`src/hw/rtl/lcs_pkg.sv`:
```
// Package for the Life stencil stream unit: result and stage-flag structs,
// rule masks and output queue depth. No dependencies.
package lcs_pkg;

  // Indexed by live neighbor count: a dead cell is born, a live cell dies.
  localparam logic [8:0] BIRTH_MASK = 9'b0_0000_1000;
  localparam logic [8:0] DEATH_MASK = 9'b1_1111_0011;

  localparam int QDEPTH = 4;
  localparam int QAW    = 2;

  typedef struct packed {
    logic next_alive;
    logic cell_changed;
    logic any_change;
    logic last;
  } res_t;

  // Position-derived flags for a transaction in the window stage
  typedef struct packed {
    logic emit;     // not first row, not first column
    logic border;   // emitted cell lies on top or left border
    logic two;      // last column: right border cell of row above follows
    logic lastrow;  // input is on the final row
    logic gen_end;  // final cell of the generation
  } stg_flags_t;

endpackage

```
`src/hw/rtl/life_cell_stencil_stream_unit.sv`:
```
// Life (B3/S23) stencil over a raster cell stream: one generation per grid.
// Line stores in a 2-bit-wide lcs_ram, window in lcs_window, results in
// lcs_out_queue. Depends on lcs_pkg, lcs_ram, lcs_window, lcs_out_queue.
//
// Usage:
//  - in_valid/in_ready/in_cell_alive: one cell per transaction, raster order.
//  - out_*: one result per transaction, next state of the cell one row and
//    one column behind the input. Row 0 and column 0 give nothing; the last
//    column gives two (the second is the right border cell of the row above).
//    Border cells pass through; any_change is the sticky change flag; last
//    marks the result for row N-2, column N-1. Row N-1 is not emitted.
//  - cfg_valid/cfg_grid_size: sets side N (clamped to 3..MAX_SIDE) and
//    restarts the generation; write only while idle. cfg_ready is always high.
// Throughput: one cell per cycle. The line store is read when a cell is taken
// and written back as the cell leaves the window stage, so consecutive cells
// touch different columns and need no interlock. A cell is registered in the
// window stage, its results in lcs_out_queue. When the receiver stalls, once
// three results wait the cell in the window stage holds and in_ready drops;
// at most four results are held. Reset: N = min(1024, MAX_SIDE), position
// and change flag cleared; line store contents are not cleared.
module life_cell_stencil_stream_unit #(
  parameter int MAX_SIDE = 1024
) (
  input  logic        clk,
  input  logic        rst_n,
  input  logic        in_valid,
  output logic        in_ready,
  input  logic        in_cell_alive,
  output logic        out_valid,
  input  logic        out_ready,
  output logic        out_next_alive,
  output logic        out_cell_changed,
  output logic        out_any_change,
  output logic        out_last,
  input  logic        cfg_valid,
  output logic        cfg_ready,
  input  logic [10:0] cfg_grid_size
);

  localparam int CW       = $clog2(MAX_SIDE);
  localparam int SW       = $clog2(MAX_SIDE + 1);
  localparam int GW       = (SW > 11) ? SW : 11;
  localparam int RST_SIDE = (MAX_SIDE < 1024) ? MAX_SIDE : 1024;

  logic          in_fire, cfg_fire, s1_adv, q_room;
  logic [CW-1:0] col_r, col_nxt, row_r, row_nxt, last_idx_r, last_idx_nxt;
  logic [GW-1:0] g_ext;
  logic          s1_valid_r, s1_valid_nxt;
  logic          s1_cell_r;
  logic [CW-1:0] s1_col_r;
  lcs_pkg::stg_flags_t s1_flags_r, flags_in;
  logic [1:0]    ram_rdata;
  logic          res0_vld, res1_vld;
  lcs_pkg::res_t res0, res1, q_res;

  assign cfg_ready = 1'b1;
  assign cfg_fire  = cfg_valid && cfg_ready;
  assign s1_adv    = s1_valid_r && q_room;
  assign in_ready  = !s1_valid_r || s1_adv;
  assign in_fire   = in_valid && in_ready;

  // side clamp, kept as last index N-1
  assign g_ext = GW'(cfg_grid_size);
  always_comb begin
    if (g_ext < GW'(3)) begin
      last_idx_nxt = CW'(2);
    end else if (g_ext > GW'(MAX_SIDE)) begin
      last_idx_nxt = CW'(MAX_SIDE - 1);
    end else begin
      last_idx_nxt = CW'(g_ext - GW'(1));
    end
  end

  always_comb begin
    col_nxt = col_r;
    row_nxt = row_r;
    if (in_fire) begin
      if (col_r == last_idx_r) begin
        col_nxt = '0;
        row_nxt = (row_r == last_idx_r) ? '0 : row_r + 1'b1;
      end else begin
        col_nxt = col_r + 1'b1;
      end
    end
  end

  always_comb begin
    flags_in.emit    = (row_r != '0) && (col_r != '0);
    flags_in.border  = (row_r == CW'(1)) || (col_r == CW'(1));
    flags_in.two     = (col_r == last_idx_r);
    flags_in.lastrow = (row_r == last_idx_r);
    flags_in.gen_end = (row_r == last_idx_r) && (col_r == last_idx_r);
  end

  assign s1_valid_nxt = in_fire || (s1_valid_r && !s1_adv);

  always_ff @(posedge clk) begin
    if (!rst_n) begin
      last_idx_r <= CW'(RST_SIDE - 1);
      col_r      <= '0;
      row_r      <= '0;
      s1_valid_r <= 1'b0;
    end else begin
      if (cfg_fire) begin
        last_idx_r <= last_idx_nxt;
        col_r      <= '0;
        row_r      <= '0;
      end else begin
        col_r <= col_nxt;
        row_r <= row_nxt;
      end
      s1_valid_r <= s1_valid_nxt;
    end
  end

  always_ff @(posedge clk) begin
    if (in_fire) begin
      s1_cell_r  <= in_cell_alive;
      s1_col_r   <= col_r;
      s1_flags_r <= flags_in;
    end
  end

  // bit 1: two rows above, bit 0: row above
  lcs_ram #(
    .WIDTH (2),
    .DEPTH (MAX_SIDE)
  ) u_line_ram (
    .clk   (clk),
    .we    (s1_adv),
    .waddr (s1_col_r),
    .wdata ({ram_rdata[0], s1_cell_r}),
    .re    (in_fire),
    .raddr (col_r),
    .rdata (ram_rdata)
  );

  lcs_window u_window (
    .clk      (clk),
    .rst_n    (rst_n),
    .clear    (cfg_fire),
    .adv      (s1_adv),
    .flags    (s1_flags_r),
    .cell_in  (s1_cell_r),
    .top_in   (ram_rdata[1]),
    .mid_in   (ram_rdata[0]),
    .res0_vld (res0_vld),
    .res1_vld (res1_vld),
    .res0     (res0),
    .res1     (res1)
  );

  lcs_out_queue u_out_queue (
    .clk       (clk),
    .rst_n     (rst_n),
    .push0     (res0_vld),
    .push1     (res1_vld),
    .d0        (res0),
    .d1        (res1),
    .room      (q_room),
    .out_valid (out_valid),
    .out_ready (out_ready),
    .out_res   (q_res)
  );

  assign out_next_alive   = q_res.next_alive;
  assign out_cell_changed = q_res.cell_changed;
  assign out_any_change   = q_res.any_change;
  assign out_last         = q_res.last;

  a_s1_load: assert property (@(posedge clk) disable iff (!rst_n)
    in_fire |=> s1_valid_r) else $error("top: accepted cell lost");
  a_s1_hold: assert property (@(posedge clk) disable iff (!rst_n)
    (s1_valid_r && !s1_adv) |=> (s1_valid_r && $stable(s1_col_r)))
    else $error("top: stalled stage changed");
  a_col_step: assert property (@(posedge clk) disable iff (!rst_n)
    (in_fire && !cfg_fire && (col_r != last_idx_r)) |=>
    (col_r == CW'($past(col_r) + 1'b1)))
    else $error("top: column counter skipped");
  a_col_range: assert property (@(posedge clk) disable iff (!rst_n)
    (col_r <= last_idx_r) && (row_r <= last_idx_r))
    else $error("top: position beyond grid side");

endmodule

```
`src/hw/rtl/lcs_ram.sv`:
```
// Generic single-write, single-read synchronous RAM with registered read.
// No dependencies.
module lcs_ram #(
  parameter int WIDTH = 2,
  parameter int DEPTH = 1024
) (
  input  logic                     clk,
  input  logic                     we,
  input  logic [$clog2(DEPTH)-1:0] waddr,
  input  logic [WIDTH-1:0]         wdata,
  input  logic                     re,
  input  logic [$clog2(DEPTH)-1:0] raddr,
  output logic [WIDTH-1:0]         rdata
);

  logic [WIDTH-1:0] mem_r [DEPTH];
  logic [WIDTH-1:0] rdata_r;

  always_ff @(posedge clk) begin
    if (we) begin
      mem_r[waddr] <= wdata;
    end
    if (re) begin
      rdata_r <= mem_r[raddr];
    end
  end

  assign rdata = rdata_r;

endmodule

```
`src/hw/rtl/lcs_window.sv`:
```
// 3x3 window, B3/S23 rule and sticky change flag.
// Depends on lcs_pkg.
module lcs_window (
  input  logic               clk,
  input  logic               rst_n,
  input  logic               clear,
  input  logic               adv,
  input  lcs_pkg::stg_flags_t flags,
  input  logic               cell_in,
  input  logic               top_in,
  input  logic               mid_in,
  output logic               res0_vld,
  output logic               res1_vld,
  output lcs_pkg::res_t      res0,
  output lcs_pkg::res_t      res1
);

  logic [8:0] window_r, window_nxt;
  logic       seen_r, seen_nxt;
  logic [3:0] nb;
  logic       alive, nxt, chg, seen_upd;

  // bit k*3+r: column k (0 oldest), row r (0 top)
  assign window_nxt = {cell_in, mid_in, top_in, window_r[8:3]};
  assign alive = window_nxt[4];

  always_comb begin
    nb = 4'd0;
    for (int i = 0; i < 9; i++) begin
      if (i != 4) begin
        nb = nb + 4'(window_nxt[i]);
      end
    end
  end

  always_comb begin
    if (flags.border) begin
      nxt = alive;
      chg = 1'b0;
    end else begin
      nxt = alive ? !lcs_pkg::DEATH_MASK[nb] : lcs_pkg::BIRTH_MASK[nb];
      chg = nxt ^ alive;
    end
  end

  assign seen_upd = seen_r | chg;

  always_comb begin
    res0.next_alive   = nxt;
    res0.cell_changed = chg;
    res0.any_change   = seen_upd;
    res0.last         = 1'b0;
    res1.next_alive   = window_nxt[7];
    res1.cell_changed = 1'b0;
    res1.any_change   = seen_upd;
    res1.last         = flags.lastrow;
  end

  assign res0_vld = adv && flags.emit;
  assign res1_vld = adv && flags.emit && flags.two;

  always_comb begin
    seen_nxt = seen_r;
    if (adv) begin
      if (flags.gen_end) begin
        seen_nxt = 1'b0;
      end else if (flags.emit) begin
        seen_nxt = seen_upd;
      end
    end
  end

  always_ff @(posedge clk) begin
    if (!rst_n || clear) begin
      window_r <= '0;
      seen_r   <= 1'b0;
    end else begin
      if (adv) begin
        window_r <= window_nxt;
      end
      seen_r <= seen_nxt;
    end
  end

  // second result of a row only ever rides with the first
  a_res1_with_res0: assert property (@(posedge clk) disable iff (!rst_n)
    res1_vld |-> res0_vld) else $error("lcs_window: lone second result");
  // flag is cleared after the last cell of a generation
  a_seen_clr: assert property (@(posedge clk) disable iff (!rst_n)
    (adv && flags.gen_end && !clear) |=> !seen_r)
    else $error("lcs_window: change flag not cleared at generation end");
  // a border cell never reports a change
  a_border_nochg: assert property (@(posedge clk) disable iff (!rst_n)
    (res0_vld && flags.border) |-> !res0.cell_changed)
    else $error("lcs_window: border cell flagged as changed");

endmodule

```
`src/hw/rtl/lcs_out_queue.sv`:
```
// Four-entry result queue, takes up to two results per cycle, gives one.
// Depends on lcs_pkg.
module lcs_out_queue (
  input  logic          clk,
  input  logic          rst_n,
  input  logic          push0,
  input  logic          push1,
  input  lcs_pkg::res_t d0,
  input  lcs_pkg::res_t d1,
  output logic          room,
  output logic          out_valid,
  input  logic          out_ready,
  output lcs_pkg::res_t out_res
);

  lcs_pkg::res_t         mem_r [lcs_pkg::QDEPTH];
  logic [lcs_pkg::QAW-1:0] wr_ptr_r, wr_ptr_nxt, rd_ptr_r, rd_ptr_nxt;
  logic [lcs_pkg::QAW:0]   cnt_r, cnt_nxt;
  logic                    pop;
  logic [lcs_pkg::QAW-1:0] wr_ptr_p1;

  assign out_valid = (cnt_r != '0);
  assign pop       = out_valid && out_ready;
  assign room      = (cnt_r <= (lcs_pkg::QAW+1)'(lcs_pkg::QDEPTH - 2));
  assign out_res   = mem_r[rd_ptr_r];
  assign wr_ptr_p1 = wr_ptr_r + 1'b1;

  always_comb begin
    wr_ptr_nxt = wr_ptr_r + lcs_pkg::QAW'(push0) + lcs_pkg::QAW'(push0 && push1);
    rd_ptr_nxt = rd_ptr_r + lcs_pkg::QAW'(pop);
    cnt_nxt    = cnt_r + (lcs_pkg::QAW+1)'(push0) + (lcs_pkg::QAW+1)'(push0 && push1)
               - (lcs_pkg::QAW+1)'(pop);
  end

  always_ff @(posedge clk) begin
    if (push0) begin
      mem_r[wr_ptr_r] <= d0;
    end
    if (push0 && push1) begin
      mem_r[wr_ptr_p1] <= d1;
    end
  end

  always_ff @(posedge clk) begin
    if (!rst_n) begin
      wr_ptr_r <= '0;
      rd_ptr_r <= '0;
      cnt_r    <= '0;
    end else begin
      wr_ptr_r <= wr_ptr_nxt;
      rd_ptr_r <= rd_ptr_nxt;
      cnt_r    <= cnt_nxt;
    end
  end

  a_no_overflow: assert property (@(posedge clk) disable iff (!rst_n)
    push0 |-> room) else $error("lcs_out_queue: push without room");
  a_cnt_bound: assert property (@(posedge clk) disable iff (!rst_n)
    cnt_r <= (lcs_pkg::QAW+1)'(lcs_pkg::QDEPTH))
    else $error("lcs_out_queue: count above depth");
  a_ptr_gap: assert property (@(posedge clk) disable iff (!rst_n)
    (cnt_r != (lcs_pkg::QAW+1)'(lcs_pkg::QDEPTH)) |->
    (lcs_pkg::QAW'(wr_ptr_r - rd_ptr_r) == cnt_r[lcs_pkg::QAW-1:0]))
    else $error("lcs_out_queue: pointers disagree with count");

endmodule
```
`config.mk`:
```
export PLATFORM = sky130hd
export DESIGN_NAME = life_cell_stencil_stream_unit
export DESIGN_NICKNAME = d
export VERILOG_FILES = /design/src/hw/rtl/lcs_pkg.sv /design/src/hw/rtl/life_cell_stencil_stream_unit.sv /design/src/hw/rtl/lcs_ram.sv /design/src/hw/rtl/lcs_window.sv /design/src/hw/rtl/lcs_out_queue.sv
export SDC_FILE = /design/constraint.sdc
export NUM_CORES = 2
export LEC_CHECK = 0
export BUFFER_PORTS_ARGS = -buffer_cell sky130_fd_sc_hd__buf_2
export CORE_ASPECT_RATIO = 1.75
export CORE_MARGIN = 2
export CORE_UTILIZATION = 50
export CTS_CLUSTER_DIAMETER = 40
export DETAILED_ROUTE_END_ITERATION = 8
export PLACE_DENSITY = 0.65
export SKIP_CTS_REPAIR_TIMING = 1
export SLEW_MARGIN = 20
export SYNTH_ARGS = -nofsm -noshare
export SYNTH_HDL_FRONTEND = slang
export SYNTH_SLANG_ARGS = --single-unit
export TNS_END_PERCENT = 1
```
`constraint.sdc`:
```
create_clock -name clk -period 28.7 [get_ports clk]
set_input_delay 0 -clock clk [delete_from_list [all_inputs] [get_ports clk]]
set_output_delay 0 -clock clk [all_outputs]
set_load 0.02 [all_outputs]
```
* Word-level counts from Yosys, hierarchy flattened
Memories as Yosys holds them, arrays and structs flattened. A register that Yosys moved wholly into a read port is not among the register bits. Index checks and enable logic that the tools add are counted.
Cells by class: $add $sub $neg 17, $lt $le $gt $ge 4, eq/ne operators 4, muxes and demuxes 18, bitwise gates (word level) 3, reduce and logical (&&, ||, !) cells 24
Operator list (count):
- 2-to-1 mux 10 bit | 4
- adder 4 x 1 -> 4 bit | 6
- adder 10 x 1 -> 10 bit, second input constant | 2
- == test 10 x 1 -> 1 bit, second input constant | 2
- == test 10 bit | 2
- nonzero test 10 bit | 2
- 2-to-1 mux 1 bit | 13
- greater-than comparator 11 bit, second input constant | 1
- < comparator 11 x 2 -> 1 bit, second input constant | 1
- subtractor 10 x 1 -> 10 bit, second input constant | 1
- logical AND 1 bit | 9
- adder 2 x 1 -> 2 bit | 3
- adder 3 x 1 -> 3 bit | 2
- < comparator 4 x 5 -> 1 bit, second input constant | 1
- logical NOT 1 bit | 4
- logical OR 1 bit | 4
- AND reduction 2 bit | 2
- less-or-equal comparator 3 x 2 -> 1 bit, second input constant | 1
- nonzero test 3 bit | 1
- subtractor 3 x 1 -> 3 bit | 1
- adder 1 x 1 -> 2 bit | 1
- adder 2 x 1 -> 2 bit, second input constant | 1
- 2-to-1 mux 2 bit | 1
- nonzero test 2 bit | 1
- 4 further kinds | 4
Word-level totals: register bits 64, memory bits (writable) 2064, memory bits (read-only) 32, input bits 17, output and inout bits 7, word-level logic and storage cells 90, memories kept 4
Memories:
- u_line_ram.mem_r | words 1024, bits a word 2, rd ports 1, clocked after Yosys merged registers in 1, wr ports 1, line lcs_ram.sv:16 | logic [WIDTH-1:0] mem_r [DEPTH];
- (no name shown) | words 16, bits a word 1, rd ports 1, clocked after Yosys merged registers in 0, wr ports 0, line lcs_window.sv:41 | nxt = alive ? !lcs_pkg::DEATH_MASK[nb] : lcs_pkg::BIRTH_MASK[nb];
- (no name shown) | words 16, bits a word 1, rd ports 1, clocked after Yosys merged registers in 0, wr ports 0, line lcs_window.sv:41
- u_out_queue.mem_r | words 4, bits a word 4, rd ports 1, clocked after Yosys merged registers in 1, wr ports 2, line lcs_out_queue.sv:16 | lcs_pkg::res_t mem_r [lcs_pkg::QDEPTH];

* Depth between registers and ports, before layout
depth after elaboration 16, depth in mapped cells 14

* Hierarchy
From an unflattened synthesis, not the netlist that was laid out.
Unflattened totals: cells, all modules 5203, area, all modules 88030.7 µm²
Modules (own cells, without submodules):
- lcs_ram | instances 1, cells an instance 4793, area each 83777.8 µm², seq. area each 61559.0 µm²
- life_cell_stencil_stream_unit | instances 1, cells an instance 265, area each 2481.1 µm², seq. area each 1101.1 µm²
- lcs_out_queue | instances 1, cells an instance 85, area each 1212.4 µm², seq. area each 620.6 µm²
- lcs_window | instances 1, cells an instance 60, area each 559.3 µm², seq. area each 140.1 µm²

* Worst setup path after synthesis
OpenSTA, ideal clock, no wires.
kind register to register, start point register s1_cell_r, end point memory u_out_queue.mem_r[2][3] in the netlist's numbering (data pin), library setup time 0.200 ns, arrival time 16.329 ns, slack 12.171 ns, cell stages (with the launch flop) 13, path buffers 0, clock period less this slack 16.529 ns, path through edfxtp_1 > inv_1 > fa_1 > fa_1 > fa_1 > fa_1 > nor3_1 > mux2i_1 > nor2_1 > o22ai_1 > nor2_1 > a31oi_1 > nor2_1
RTL lines:
- from (decl) | line life_cell_stencil_stream_unit.sv:49 | logic s1_cell_r;
- from (signal assigned) | line life_cell_stencil_stream_unit.sv:118 | s1_cell_r <= in_cell_alive;
- to (decl) | line lcs_out_queue.sv:16

==> key figures <==
Run status
  • Status: finished with violations
  • Failing checks: hold timing, slew limit

Logic synthesis
  • Syn nets: 5043
  • Mapped Cells: 5006
  • Ys async rst share: 0%
  • Sequential fraction of the synthesis area: 73.1%
  • Compound-gate portion of the synthesized area: 2.81%
  • Post-synth top area cell: edfxtp_1
  • Top cells by count, synth: edfxtp_1, nor2_1, mux4_2
  • Synth unique cells: 74
  • Largest family of logic cells by synthesized area: multiplexers
  • Ys Warns: 0
  • Post-synth top area share: 72.0%
  • Post-synth EDFFs: 2078
  • Dominant cells by area after synthesis: edfxtp_1, mux4_2, nor2_1
  • Post-synthesis xor/xnor area fraction: 0.485%
  • Most used DFF post-synth: edfxtp_1
  • Synthesized-area fraction occupied by and/or/nand/nor cells: 6.72%
  • Mapped cell area: 86700 µm²
  • Mux contribution to synthesized area: 14.1%
  • Syn_area_per_cell: 17.3 µm²
  • Adder-cell share of the synthesized area: 0.349%
  • Register bit total from synthesis: 2127
  • Top-count cell post-synth: edfxtp_1

Setup path
  • Crit path buf inv count: 4
  • R2R Setup Slk: 22720 ps
  • Top cell by count, worst path: buf_12
  • Crit Path Category: reg2reg
  • R2r worst-path depth: 12
  • Worst EP required: 29270 ps
  • Max incr delay on CP: 930 ps
  • Crit path max-delay family: buffers and inverters
  • Startpoint Class: flip-flop
  • CP Capture Type: flip-flop
  • RR Endpoint: u_line_ram.rdata[1]
  • Worst r2r src: col_r[0]
  • CP max-delay cell: dfxtp_4
  • Cell breakdown of the critical path: buf_12, buf_12, buf_4, buf_12, mux4_2, mux2_2, nand3_1, nor4bb_1, a21oi_1, a2111oi_2, a41oi_1, o2111a_1
  • Worst Path Max Fanout: 97
  • WP data arrival: 6540 ps

Timing
  • Skew final: 34.3 ps
  • Hold slack: -65.4 ps
  • Hold Fails Final Rpt: 5
  • Rel. slew slack: -6.99%
  • Sum Neg Setup Slack: 0 ps
  • Crit share post-route: 20.8%
  • Final setup fails: 0
  • Worst Max-Slew Pin Slew: 1600 ps
  • Fin. max-slew vios: 73
  • Final min period: 5980 ps
  • RSZ-0062 raised after global routing: no
  • Setup ws final: 22720 ps
  • Fmax: 0.167 GHz

Layout
  • Util after Layout: 55.2%
  • Layout Nets: 5027
  • Post-layout instance area: 95200 µm²
  • Area Overhead vs Synth: 9.88%
  • Share of cells above drive strength 1: 19.4%

Drt
  • Vias: 46700
  • Routed wire length: 230000 µm
  • DR iter-0 viols: 5451
  • Wire length per cell: 31.2 µm
  • Drt pass-1 iters: 6
  • Drt drc: 0
  • DRT antenna net count: 0
  • Via density: 6.34

Flow run
  • Max Cap Violations: 0

Placement
  • Pre-CTS setup slack: 22530 ps
  • Post-DP Area: 88900 µm²
  • HPWL after DPL: 135000 µm
  • Port Buffers: 22
  • GP Congestion: 0.829

Pwr
  • VDD IR-drop max: 0.0506 mV
  • P_leak: 28.1 nW
  • Power Density: 66.4 nW/µm²

Clock tree
  • Clock buffer depth: 4
  • Inserted Clock Buffers: 191
  • CTS Sinks: 2127
  • Reg clk slew, reported paths: 70 ps
  • Root Driver: clkbuf_16
  • Worst-skew pair later-pin latency: 820 ps
  • CTS tree: built
  • Htree depth: 4

Worst hold path
  • Hold WC Path Type: in2reg
  • Hold Path Stages: 5
  • Min-delay src: cfg_grid_size[1]
  • Worst hold endpoint: last_idx_r[9]

Die
  • # rows: 202
  • Starting Density: 50.2%
  • Die extent in x: 319 µm
  • Io pins: 24
  • Die area: 177000 µm²
  • Core Region: 173000 µm²
  • Die height: 555 µm

Global route
  • Global route overflow: 0
  • Largest net degree at the start of global routing: 253
  • First-pass GRT wire length: 329000 µm
  • Vias in the first global route: 48300
  • Initial antenna violation count: 4
  • Tot GR Track Use: 25.8%
==> stage by stage <==
step	power [mW]	std cells	hold slack (ps)
after floorplan	3.82	5006	98.9
after global placement	3.84	7014	249
after detailed placement	3.85	7014	240
after CTS	6.35	7341	-636
after global routing	6.48	7369	15.9
final	6.32	7372	-65.4
==> flip-flops by register name (all words and copies together) (netlist names) <==
register and flops:
u_line_ram.mem_r 2048, u_out_queue.wr_ptr_r 2, last_idx_r 10, u_line_ram.rdata 2, s1_col_r 10, s1_flags_r 5, u_window.window_r 6, u_out_queue.mem_r 16
u_out_queue.cnt_r 3, u_out_queue.rd_ptr_r 2, s1_cell_r 1, s1_valid_r 1, col_r 10, u_window.seen_r 1, row_r 10
==> cells in the final DEF (no fill, tap or decap), types with 16 or more instances in the layout <==
cell / n
clkinv_2: 28
o21ai_0: 21
edfxtp_1: 2078
a22oi_1: 31
buf_4: 120
nand3_1: 24
a211oi_1: 17
o22ai_1: 110
xor2_1: 21
nor3_1: 16
bufinv_16: 22
a21oi_1: 31
o22a_1: 17
buf_2: 22
mux2i_1: 76
xnor2_1: 27
nand2_1: 125
clkbuf_16: 194
dlygate4sd3_1: 27
nor4_1: 20
inv_1: 38
o221ai_1: 24
clkinv_1: 27
dfxtp_1: 42
mux4_2: 502
nor2_1: 1130
clkbuf_1: 34
nand2_2: 36
==> tightest hold or removal path, cell delays in order <==
cell and delay (ps):
buf_2 110, a21oi_1 60, nand2_1 60, o21ai_1 220
o221ai_1 230
==> cell type report <==
type | count | area (µm²)
Fill cell | 13300 | 77400
Sequential cell | 2127 | 63400
Multi-Input combinational cell | 2448 | 21300
Clock buffer | 228 | 4980
Tap cell | 2244 | 2810
Timing Repair Buffer | 179 | 1480
Clock inverter | 99 | 1100
Inverter | 43 | 163
Antenna cell | 4 | 10.0
==> cells by family (layout without fill, tap and decap cells) <==
group / Yosys count / count (layout)
other cells: 1 / 5
fa+ha+maj: 20 / 20
xor+xnor: 48 / 48
simple gates: 1448 / 1448
compound gates: 344 / 344
mux: 587 / 587
flops: 2127 / 2127
buf+inv: 431 / 549
==> metal layers <==
layer / vias up / part of all wire, % / track usage, %
met5: - / 0.010 / 0
met4: 4 / 5.6 / 13.0
met3: 512 / 6.5 / 3.06
met2: 1993 / 53 / 46.6
met1: 24800 / 34 / 30.5
li1: 19400 / - / -
==> how the worst max path moves through the flow <==
stage	start	endpoint	slack (ps)	cells after the start
floorplan	s1_cell_r	u_out_queue.mem_r[2][3]	12170	12
global placement	col_r[0]	u_line_ram.rdata[1]	22550	12
detailed placement	col_r[0]	u_line_ram.rdata[0]	22530	11
CTS	col_r[0]	u_line_ram.rdata[0]	22490	11
global route	col_r[0]	u_line_ram.rdata[1]	22170	12
finish	col_r[0]	u_line_ram.rdata[1]	22720	12
==> where the power goes <==
part / switching (mW) / internal (mW) / total, mW
Clock: 1.11 / 1.44 / 2.55
Sequential: 0.0138 / 3.46 / 3.47
Combinational: 0.208 / 0.100 / 0.309
Note: power is estimated with default switching activity, not from simulation.
